File: config.mk
export PLATFORM = sky130hd
export DESIGN_NAME = vcdu_ctrl
export DESIGN_NICKNAME = d
export VERILOG_FILES = /design/src/sv/vcdu_pkg.sv /design/src/sv/vcdu_ctrl.sv
export VERILOG_INCLUDE_DIRS = /design/src /design/src/sv
export SDC_FILE = /design/constraint.sdc
export NUM_CORES = 1
export LEC_CHECK = 0
export CORE_AREA = 2 2 39 41
export CTS_CLUSTER_DIAMETER = 120
export DETAILED_ROUTE_END_ITERATION = 8
export DIE_AREA = 0 0 41 43
export DONT_BUFFER_PORTS = 1
export GPL_TIMING_DRIVEN = 0
export SLEW_MARGIN = 10
export SYNTH_ARGS = -nofsm -noshare
export SYNTH_HDL_FRONTEND = slang
export SYNTH_SLANG_ARGS = --single-unit
File: constraint.sdc
create_clock -name clk_i -period 2.85 [get_ports clk_i]
set_input_delay 0.4275 -clock clk_i [delete_from_list [all_inputs] [get_ports clk_i]]
set_output_delay 0.4275 -clock clk_i [all_outputs]
set_load 0.03 [all_outputs]
File: src/sv/assert_macros.svh
// Assertion macros shared by the vegetation cell update RTL.
`ifndef ASSERT_MACROS_SVH
`define ASSERT_MACROS_SVH

// Same-cycle implication, sampled on clk_i, off during reset.
`define VCDU_ASSERT_IMP(lbl, ante, cons) \
  lbl: assert property (@(posedge clk_i) disable iff (!rst_ni) (ante) |-> (cons)) \
    else $error("vcdu assertion failed");

// Next-cycle implication, sampled on clk_i, off during reset.
`define VCDU_ASSERT_NXT(lbl, ante, cons) \
  lbl: assert property (@(posedge clk_i) disable iff (!rst_ni) (ante) |=> (cons)) \
    else $error("vcdu assertion failed");

`endif

File: src/sv/vcdu_pkg.sv
// Types, codes and fixed-point constants of the vegetation cell update block.
package vcdu_pkg;

  localparam int CELLS_PER_AXIS       = 16;
  localparam int RECOVERY_TABLE_DEPTH = 256;

  localparam int CFG_W     = 24;
  localparam int CFG_IDX_W = 3;

  localparam logic        [16:0] UNIT_ONE      = 17'd65536;
  localparam logic        [31:0] DECAY_Q32     = 32'd4289087807;
  localparam logic        [33:0] BIOMASS_TOL   = 34'd8590;
  localparam logic        [16:0] MOIST_FLOOR   = 17'd6554;
  localparam logic        [15:0] MOIST_SPAN    = 16'd39322;
  localparam logic        [16:0] MOIST_RECIP   = 17'd109225;
  localparam logic signed [16:0] TEMP_OFFSET   = 17'sd512;
  localparam logic signed [16:0] TEMP_SPAN     = 17'sd4608;
  localparam logic        [20:0] TEMP_RECIP    = 21'd1864136;
  localparam logic        [12:0] MAX_CELL_SIZE = 13'd4096;

  typedef logic [23:0] rec_t;

  typedef enum logic [2:0] {
    CFG_ORIGIN_X,
    CFG_ORIGIN_Y,
    CFG_WIDTH,
    CFG_HEIGHT,
    CFG_LOCAL_SIZE,
    CFG_REGION_SIZE,
    CFG_SEA_LEVEL
  } cfg_reg_e;

  typedef enum logic [1:0] {
    CELL_LAND,
    CELL_WATER,
    CELL_OUTSIDE,
    CELL_INVALID
  } cell_status_e;

  typedef enum logic [3:0] {
    ST_IDLE,
    ST_MUL1,
    ST_MUL2,
    ST_MUL3,
    ST_MUL4,
    ST_MUL5,
    ST_LOOKUP,
    ST_STEP,
    ST_BIO,
    ST_WEIGHT,
    ST_ACC,
    ST_EMIT
  } ctrl_state_e;

  typedef enum logic [3:0] {
    OP_NONE,
    OP_LOAD,
    OP_MUL1,
    OP_MUL2,
    OP_MUL3,
    OP_MUL4,
    OP_MUL5,
    OP_LOOKUP,
    OP_STEP,
    OP_BIO,
    OP_WEIGHT,
    OP_ACC,
    OP_EMIT
  } dp_op_e;

  typedef struct packed {
    dp_op_e op;
  } cmd_t;

  typedef struct packed {
    logic out_free;
  } sts_t;

endpackage

File: src/sv/vcdu_ctrl.sv
// Sequencing controller: steps the datapath through one cell per transfer.
`include "assert_macros.svh"

module vcdu_ctrl (
  input  logic            clk_i,
  input  logic            rst_ni,
  input  logic            in_valid_i,
  output logic            in_stall_o,
  input  vcdu_pkg::sts_t  sts_i,
  output vcdu_pkg::cmd_t  cmd_o
);

  vcdu_pkg::ctrl_state_e state_q, state_d;

  always_ff @(posedge clk_i or negedge rst_ni) begin
    if (!rst_ni) begin
      state_q <= vcdu_pkg::ST_IDLE;
    end else begin
      state_q <= state_d;
    end
  end

  always_comb begin
    state_d    = state_q;
    cmd_o.op   = vcdu_pkg::OP_NONE;
    in_stall_o = 1'b1;
    case (state_q)
      vcdu_pkg::ST_IDLE: begin
        in_stall_o = 1'b0;
        if (in_valid_i) begin
          cmd_o.op = vcdu_pkg::OP_LOAD;
          state_d  = vcdu_pkg::ST_MUL1;
        end
      end
      vcdu_pkg::ST_MUL1: begin
        cmd_o.op = vcdu_pkg::OP_MUL1;
        state_d  = vcdu_pkg::ST_MUL2;
      end
      vcdu_pkg::ST_MUL2: begin
        cmd_o.op = vcdu_pkg::OP_MUL2;
        state_d  = vcdu_pkg::ST_MUL3;
      end
      vcdu_pkg::ST_MUL3: begin
        cmd_o.op = vcdu_pkg::OP_MUL3;
        state_d  = vcdu_pkg::ST_MUL4;
      end
      vcdu_pkg::ST_MUL4: begin
        cmd_o.op = vcdu_pkg::OP_MUL4;
        state_d  = vcdu_pkg::ST_MUL5;
      end
      vcdu_pkg::ST_MUL5: begin
        cmd_o.op = vcdu_pkg::OP_MUL5;
        state_d  = vcdu_pkg::ST_LOOKUP;
      end
      vcdu_pkg::ST_LOOKUP: begin
        cmd_o.op = vcdu_pkg::OP_LOOKUP;
        state_d  = vcdu_pkg::ST_STEP;
      end
      vcdu_pkg::ST_STEP: begin
        cmd_o.op = vcdu_pkg::OP_STEP;
        state_d  = vcdu_pkg::ST_BIO;
      end
      vcdu_pkg::ST_BIO: begin
        cmd_o.op = vcdu_pkg::OP_BIO;
        state_d  = vcdu_pkg::ST_WEIGHT;
      end
      vcdu_pkg::ST_WEIGHT: begin
        cmd_o.op = vcdu_pkg::OP_WEIGHT;
        state_d  = vcdu_pkg::ST_ACC;
      end
      vcdu_pkg::ST_ACC: begin
        cmd_o.op = vcdu_pkg::OP_ACC;
        state_d  = vcdu_pkg::ST_EMIT;
      end
      vcdu_pkg::ST_EMIT: begin
        if (sts_i.out_free) begin
          cmd_o.op = vcdu_pkg::OP_EMIT;
          state_d  = vcdu_pkg::ST_IDLE;
        end
      end
      default: begin
        state_d = vcdu_pkg::ST_IDLE;
      end
    endcase
  end

  `VCDU_ASSERT_IMP(a_emit_needs_slot, cmd_o.op == vcdu_pkg::OP_EMIT, sts_i.out_free)
  `VCDU_ASSERT_NXT(a_load_starts_work, cmd_o.op == vcdu_pkg::OP_LOAD, state_q == vcdu_pkg::ST_MUL1)
  `VCDU_ASSERT_IMP(a_accept_is_load, in_valid_i && !in_stall_o, cmd_o.op == vcdu_pkg::OP_LOAD)

endmodule

# Word level (Yosys, flattened, before mapping)

Cells that the tools add are included.

Register bits: 4
Input port bits: 4

Eq/ne operators: 13
Mux-type cells: 7
Reduce and logical (&&, ||, !) cells: 2

Operators by type and width:

| cell                                                            | count |
|---|---|
| 4-bit one-hot mux with 12 select lines                          | 2 |
| 4-bit by 3-bit == test with 1-bit output, second input constant | 4 |
| 4-bit == test, second input constant                            | 4 |
| 4-bit 2-to-1 mux                                                | 3 |
| 4-bit by 2-bit == test with 1-bit output, second input constant | 2 |
| 4-bit by 1-bit == test with 1-bit output, second input constant | 1 |
| 4-bit zero test                                                 | 1 |
| 2-bit inequality test, second input constant                    | 2 |
| 1-bit 2-to-1 mux                                                | 2 |
| 2-bit AND reduction                                             | 1 |

# Longest topological paths before layout

Gate-level depths: netlist of the first run.

Word-level depth: 3
Depth in mapped cells: 4
Mapped depth without buffers: 3

# Worst setup path after synthesis of the first run

No wires, ideal clock.

Path kind: reg2out
From: register state_q[3]
To: output port cmd_o[2] in the netlist's numbering
Data arrival time: 1.353 ns
Slack: 1.070 ns
Cell stages (with the launch flop): 5
Buffers on the path: 1
Path through: dfrtp_1 -> buf_2 -> nand2b_1 -> nand3_1 -> o21ai_0

RTL lines:

| what                   | RTL line        | source |
|---|---|---|
| start, declared        | vcdu_ctrl.sv:13 | `vcdu_pkg::ctrl_state_e state_q, state_d;` |
| start signal, assigned | vcdu_ctrl.sv:17 | `state_q <= vcdu_pkg::ST_IDLE;` |
| start signal, assigned | vcdu_ctrl.sv:19 | `state_q <= state_d;` |
| end, declared          | vcdu_ctrl.sv:10 | `output vcdu_pkg::cmd_t cmd_o` |

==> results of run 1 <==
==> layer usage <==
metal / vias to the layer above / global-route usage [%] / part of all wire, %
li1: 119 / - / -
met3: 4 / 5.24 / 9.1
met1: 108 / 11.9 / 40
met4: 0 / 12.0 / 4.8
met2: 10 / 9.69 / 46
met5: - / 0 / 0
==> cell families after synthesis <==
| group | after synthesis | synth area share (%) |
|---|---|---|
| xor+xnor | 2 | 6.45 |
| compound gates | 8 | 18.4 |
| buf+inv | 5 | 11.1 |
| simple gates | 12 | 27.2 |
| flops | 4 | 36.9 |
==> layout make-up <==
type / count / area [um2]
fill: 159 / 1060
tap: 16 / 20.0
buffer: 4 / 26.3
timing repair buffer: 1 / 10.0
clock buffer: 3 / 22.5
multi-input combinational: 22 / 141
inverter: 1 / 3.75
sequential: 4 / 100
==> Yosys cell counts (all sizes together) <==
cell type  count  area share (%)
o21ai          4             7.4
a21oi          1             1.8
buf            4             9.7
xor2           1             3.2
and3           1             2.8
nand3          1             1.8
nand3b         1             2.8
nand2          2             2.8
o211a          1             3.7
nor4           1             2.3
nand4b         1             3.2
nor2           2             2.8
or4            1             4.1
xnor2          1             3.2
inv            1             1.4
nand2b         2             4.6
a211oi         2             5.5
dfrtp          4              37
==> cells in the final DEF (no fill, tap or decap), drive strengths merged <==
master       n
a211oi       2
buf          4
o211a        1
nand2        2
nand4b       1
dlygate4sd3  1
nor2         2
o21ai        4
or4          1
clkbuf       3
inv          1
xor2         1
nor4         1
nand3b       1
nand2b       2
and3         1
dfrtp        4
a21oi        1
nand3        1
xnor2        1
==> stage by stage <==
| stage | worst slack [ps] | std cells | hold WS (ps) | util (%) |
|---|---|---|---|---|
| finish | 718 | 51 | 404 | 23.4 |
| global route | 618 | 51 | 429 | 23.4 |
| CTS | 697 | 51 | 397 | 23.4 |
| detailed placement | 950 | 47 | 132 | 21.1 |
| global placement | 958 | 47 | 132 | 21.1 |
| floorplan | 1070 | 31 | 132 | - |
==> what timing repair did <==
item                      CTS  global route
hold endpoints to repair    4             0
gates resized for setup     0             0
hold buffers                1             0
==> worst paths after layout <==
| check | end | startpoint | slack [ps] |
|---|---|---|---|
| worst max-delay path | cmd_o[2] | state_q[3] | 720 |
| worst min-delay path | state_q[0] | sts_i | 400 |
| worst max register to register | state_q[0] | state_q[1] | 1720 |
| worst min register to register | state_q[0] | state_q[0] | 580 |
| max in group asynchronous | state_q[2] | rst_ni | 2210 |
| min in group asynchronous | state_q[1] | rst_ni | 470 |
==> flow_summary.yaml, run 1 <==
critical_path:
  crit_family: "compound AO/OA/AOI/OAI gates"
  critical_path_class: "reg -> out"
  critical_path_arrival_ps: 1700
  end_kind: "output port"
  slowest_delay_ps: 750
  worst_path_max_delay_cell: "o21ai_0"
  setup.worst_path.start_class: "register"
  required_ps: 2420
  cp.depth: 4
  reg2regPathDepth: 3
  crit_chain: "buf_2, nand2b_1, nand3_1, o21ai_0"
  cp_num_buf_inv: 1
  critPathMaxFanout: 10
grt:
  grt_usage_pct: 9.65
  grt_pass1_wl_um: 1010
  grt_overflow: 0
  grt_max_degree: 11
  antenna_found_initial: 0
  grt_pass1_vias: 212
job:
  maxCapViolCount: 0
routing:
  drc_errors: 0
  vias_per_cell: 4.73
  wl_per_cell_um: 11.9
  postRouteAntennaNets: 0
  drt_iter0_drc: 5
  totalWireLength_um: 606
  vias: 241
  dr.pass1.iters: 3
sta:
  fin_skew_ps: 4.44
  tightest_slew_ps: 974
  period_needed_ps: 2130
  rsz0062_at_grt: "no"
  setup_viol: 0
  hold_viol: 0
  slew_viol_final: 0
  fin_crit_sh_pct: 74.8
  finalSetupTns_ps: 0
  max_slew_margin_pct: 34.7
  fmax_ghz: 0.469
logic_synthesis:
  avgSynthCellArea_um2: 8.76
  syn_area_um2: 272
  synthCells: 31
  ys_seq_area_share_pct: 36.9
  yosys_warnings: 0
  synthDistinctLibCells: 19
  synth-seq-cells: 4
  synth_nets: 35
clock_network:
  htree_levels: 1
  cts_tree: "built"
  clk_pin_slew_ps: 40
  cts_buffer_depth: 2
  insertion_delay_ps: 230
  cts_root_buffer: "clkbuf_4"
  post_cts.repair.setup_buffers: 0
  cts.sinks: 4
  cts_buffers: 3
floorplanning:
  initial_utilization_pct: 19.6
  placement_rows: 14
  core_area_mm2: 0.00138
  fp.dieArea_mm2: 0.00176
  die-width_um: 41
  fp.dieH_um: 43
  io_pins: 9
layout:
  top_register: "state_q"
  diodes: 0
  nets: 41
  drive_above_1_share_pct: 25.7
  fin_area_um2: 324
  largest_reg_flops: 4
  top_regs: "state_q: 4 flops"
  area_delta_synth_final_pct: 19.4
place:
  placed_area_um2: 292
  gp_congestion: 0.683
  place_hpwl_um: 435
  port_buffers: 0
status:
  status: "complete, no violations"
hold_path:
  min_path_cells: 2
  hold_path.class: "in -> reg"
Power of run 1 is not shown: default switching activity piles up to over one toggle a cycle in this logic, so the estimate is an artifact.
==> run 2, diff against run 1 <==
Clock period 2.85 ns to 2 ns, I/O delays scaled along.
==> flow_summary.yaml, run 2 (synthesis gave the netlist of run 1 again) <==
status:
  status: "complete, no violations"
grt:
  grt_pass1_wl_um: 1010
  grt_usage_pct: 9.65
  antenna_found_initial: 0
  grt_overflow: 0
  grt_pass1_vias: 212
  busiest_layer: "met4"
  grt_max_degree: 11
  grt_use_met1_pct: 11.9
  use_met2_pct: 9.69
  grt_use_met3_pct: 5.24
routing:
  wl_per_cell_um: 12.5
  totalWireLength_um: 635
  postRouteAntennaNets: 0
  drc_errors: 0
  dr.pass1.iters: 4
  drt_iter0_drc: 1
  vias: 245
  vias_per_cell: 4.80
hold_path:
  hold_path.class: "in -> reg"
  hold_end: "state_q[0]"
  min_path_cells: 2
  hp-start: "sts_i"
layout:
  n_fill_cell: 158
  seqCellArea_um2: 100
  final_cell_mix: "dfrtp_1, buf_2, clkbuf_4"
  drive_above_1_share_pct: 28.6
  final_common_cell: "dfrtp_1"
  multi_input_area_um2: 146
  nets: 41
  largest_reg_flops: 4
  top_regs: "state_q: 4 flops"
  diodes: 0
  top_register: "state_q"
  area_delta_synth_final_pct: 21.2
clock_network:
  cts_root_buffer: "clkbuf_4"
  cts_tree: "built"
  cts_buffer_depth: 2
  cts.sinks: 4
  clk_pin_slew_ps: 40
  htree_levels: 1
  cts_buffers: 3
  insertion_delay_ps: 240
place:
  dp_slack_ps: 228
  port_buffers: 0
  place_hpwl_um: 435
  gp_congestion: 0.683
floorplanning:
  io_pins: 9
  core_area_mm2: 0.00138
  initial_utilization_pct: 19.6
  fp.dieH_um: 43
  die-width_um: 41
  fp.dieArea_mm2: 0.00176
  placement_rows: 14
sta:
  period_needed_ps: 1780
  fmax_ghz: 0.563
  setup_viol: 0
  slew_viol_final: 0
  finalSetupTns_ps: 0
  hold_viol: 0
  rsz0062_at_grt: "no"
  fin_crit_sh_pct: 88.8
  max_slew_margin_pct: 55.2
  fin_ws_ps: 225
  fin_skew_ps: 4.87
  tightest_slew_ps: 675
critical_path:
  required_ps: 1700
  critical_path_arrival_ps: 1480
  critPathMaxFanout: 10
  crit_chain: "buf_2, nand2b_1, nand3_1, o21ai_1"
  end_kind: "output port"
  r2r_end: "state_q[0]"
  ff2ff_setup_slack_ps: 760
  reg2regPathDepth: 3
  worst_path_max_delay_cell: "o21ai_1"
  reg2reg_from: "state_q[1]"
  setup.worst_path.start_class: "register"
  critical_path_class: "reg -> out"
  slowest_delay_ps: 500
job:
  maxCapViolCount: 0
[run 2: per-stage QoR]
step                hold WS [ps]  instances  cell area [um2]  utilization, %
floorplan                   4.41         31              272               -
global placement            4.54         47              292            21.1
finish                       274         51              329            23.8
CTS                          270         51              324            23.4
detailed placement          4.55         47              292            21.1
global route                 301         51              329            23.8
[run 2: metal layers]
layer  vias up  routed length (um)
met5         -                   0
met4         0                  29
met3         4                  79
met2        14                 274
met1       110                 252
li1        117                   -
[run 2: worst max-delay path by stage]
stage | depth (start not counted) | slack [ps] | from | to
global placement | 4 | 240 | state_q[3] | cmd_o[2]
CTS | 3 | 30 | state_q[2] | cmd_o[0]
floorplan | 4 | 350 | state_q[3] | cmd_o[2]
detailed placement | 4 | 230 | state_q[3] | cmd_o[2]
global route | 4 | 140 | state_q[3] | cmd_o[2]
finish | 4 | 220 | state_q[3] | cmd_o[2]
[run 2: worst max-delay path, delay by kind of cell (launching register included)]
kind / cells / cell delay, ps
simple gates: 2 / 210
flops: 1 / 340
compound gates: 1 / 500
buf+inv: 1 / 180
[run 2: area by class of cell]
cell class | instances | area share, %
Timing Repair Buffer | 1 | 3.04
Tap cell | 16 | 6.08
Clock buffer | 3 | 6.84
Multi-Input combinational cell | 22 | 44.5
Inverter | 1 | 1.14
Buffer | 4 | 7.98
Sequential cell | 4 | 30.4
[run 2: what timing repair did]
item / in CTS / in global routing
endpoints found under the setup margin: 2 / 1
setup buffers: 0 / 0
gates resized for setup: 2 / 1
hold buffers: 1 / 0
endpoints found under the hold margin: 4 / 0
Power of run 2 is left out for the same reason.
==> run 3, diff against run 2 <==
--- a/config.mk
+++ b/config.mk
@@ -7,4 +7,5 @@
 export NUM_CORES = 1
 export LEC_CHECK = 0
+export CAP_MARGIN = 25
 export CORE_AREA = 2 2 39 41
 export CTS_CLUSTER_DIAMETER = 120
==> constraint.sdc (replaced) <==
create_clock -name clk_i -period 2 [get_ports clk_i]
set_input_delay 0.2 -clock clk_i [delete_from_list [all_inputs] [get_ports clk_i]]
set_output_delay 0.2 -clock clk_i [all_outputs]
set_load 0.03 [all_outputs]
==> flow_summary.yaml, run 3 (synthesis gave the netlist of run 1 again) <==
clock_network:
  cts.sinks: 4
  clk_pin_slew_ps: 40
  cts_tree: "built"
  insertion_delay_ps: 230
  htree_levels: 1
  cts_root_buffer: "clkbuf_4"
  cts_buffers: 3
  cts_buffer_depth: 2
critical_path:
  critPathMaxFanout: 10
  required_ps: 1800
  setup.worst_path.start_class: "register"
  crit_chain: "buf_2, nand2b_1, nand3_1, o21ai_0"
  critical_path_arrival_ps: 1700
  cp_num_buf_inv: 1
  slowest_delay_ps: 750
  critical_path_class: "reg -> out"
  r2r_end: "state_q[0]"
  worst_path_max_delay_cell: "o21ai_0"
  ff2ff_setup_slack_ps: 870
  crit_family: "compound AO/OA/AOI/OAI gates"
  end_kind: "output port"
  reg2reg_from: "state_q[1]"
  cp.depth: 4
  reg2regPathDepth: 3
sta:
  max_slew_margin_pct: 34.7
  fin_crit_sh_pct: 95.2
  fmax_ghz: 0.525
  setup_viol: 0
  tightest_slew_ps: 974
  hold_viol: 0
  rsz0062_at_grt: "no"
  fin_skew_ps: 4.44
  period_needed_ps: 1900
  hold_ws_ps: 176
  slew_viol_final: 0
  finalSetupTns_ps: 0
place:
  placed_area_um2: 292
  port_buffers: 0
  gp_congestion: 0.683
  place_hpwl_um: 435
routing:
  drt_iter0_drc: 5
  drc_errors: 0
  wl_per_cell_um: 11.9
  postRouteAntennaNets: 0
  vias: 241
  vias_per_cell: 4.73
  dr.pass1.iters: 3
  totalWireLength_um: 606
layout:
  diodes: 0
  drive_above_1_share_pct: 25.7
  area_delta_synth_final_pct: 19.4
  fin_area_um2: 324
  multi_input_area_um2: 141
  largest_reg_flops: 4
  top_register: "state_q"
  nets: 41
  seqCellArea_um2: 100
  final_common_cell: "dfrtp_1"
  top_regs: "state_q: 4 flops"
  n_fill_cell: 159
  final_cell_mix: "dfrtp_1, buf_2, o21ai_0, clkbuf_4"
grt:
  grt_overflow: 0
  antenna_found_initial: 0
  grt_pass1_wl_um: 1010
  grt_pass1_vias: 212
  grt_max_degree: 11
  grt_usage_pct: 9.65
hold_path:
  hp-start: "sts_i"
  min_path_cells: 2
  hold_end: "state_q[0]"
  hold_path.class: "in -> reg"
floorplanning:
  initial_utilization_pct: 19.6
  fp.dieH_um: 43
  die-width_um: 41
  placement_rows: 14
  core_area_mm2: 0.00138
  fp.dieArea_mm2: 0.00176
  io_pins: 9
status:
  status: "complete, no violations"
job:
  maxCapViolCount: 0
-- run 3: cell count changes in the layout (fill, tap and decap cells not counted) --
cell / before / now
a211oi_2: 1 / 0
a211oi_1: 1 / 2
o21ai_1: 2 / 1
o21ai_0: 2 / 3
-- run 3: how the worst max path moves through the flow --
stage | start | end | slack, ps
global placement | state_q[3] | cmd_o[2] | 340
global route | state_q[3] | cmd_o[2] | 9
floorplan | state_q[3] | cmd_o[2] | 450
finish | state_q[3] | cmd_o[2] | 100
detailed placement | state_q[3] | cmd_o[2] | 330
CTS | state_q[3] | cmd_o[2] | 70
-- run 3: cell type report --
| class | instances | area share, % |
|---|---|---|
| Clock buffer | 3 | 6.95 |
| Tap cell | 16 | 6.18 |
| Inverter | 1 | 1.16 |
| Buffer | 4 | 8.11 |
| Multi-Input combinational cell | 22 | 43.6 |
| Sequential cell | 4 | 30.9 |
| Timing Repair Buffer | 1 | 3.09 |
-- run 3: timing repair --
item	CTS	global route
gates resized for setup	0	1
setup endpoints to repair	0	1
hold buffers	1	0
endpoints found under the hold margin	4	0
setup buffers	0	0
-- run 3: layer usage --
metal  share of wire, %  up-vias  track usage, %
met2                 46       10            9.69
met4                4.8        0            12.0
li1                   -      119               -
met1                 40      108            11.9
met3                9.1        4            5.24
met5                  0        -               0
-- run 3: stage by stage --
| stage | utilization (%) | std cells | setup slack (ps) |
|---|---|---|---|
| 3_3_place_gp | 21.1 | 47 | 336 |
| 4_1_cts | 23.4 | 51 | 74.2 |
| 5_1_grt | 23.4 | 51 | 8.91 |
| 2_1_floorplan | - | 31 | 447 |
| 6_report | 23.4 | 51 | 95.4 |
| 3_5_place_dp | 21.1 | 47 | 328 |
Power of run 3 is left out for the same reason.
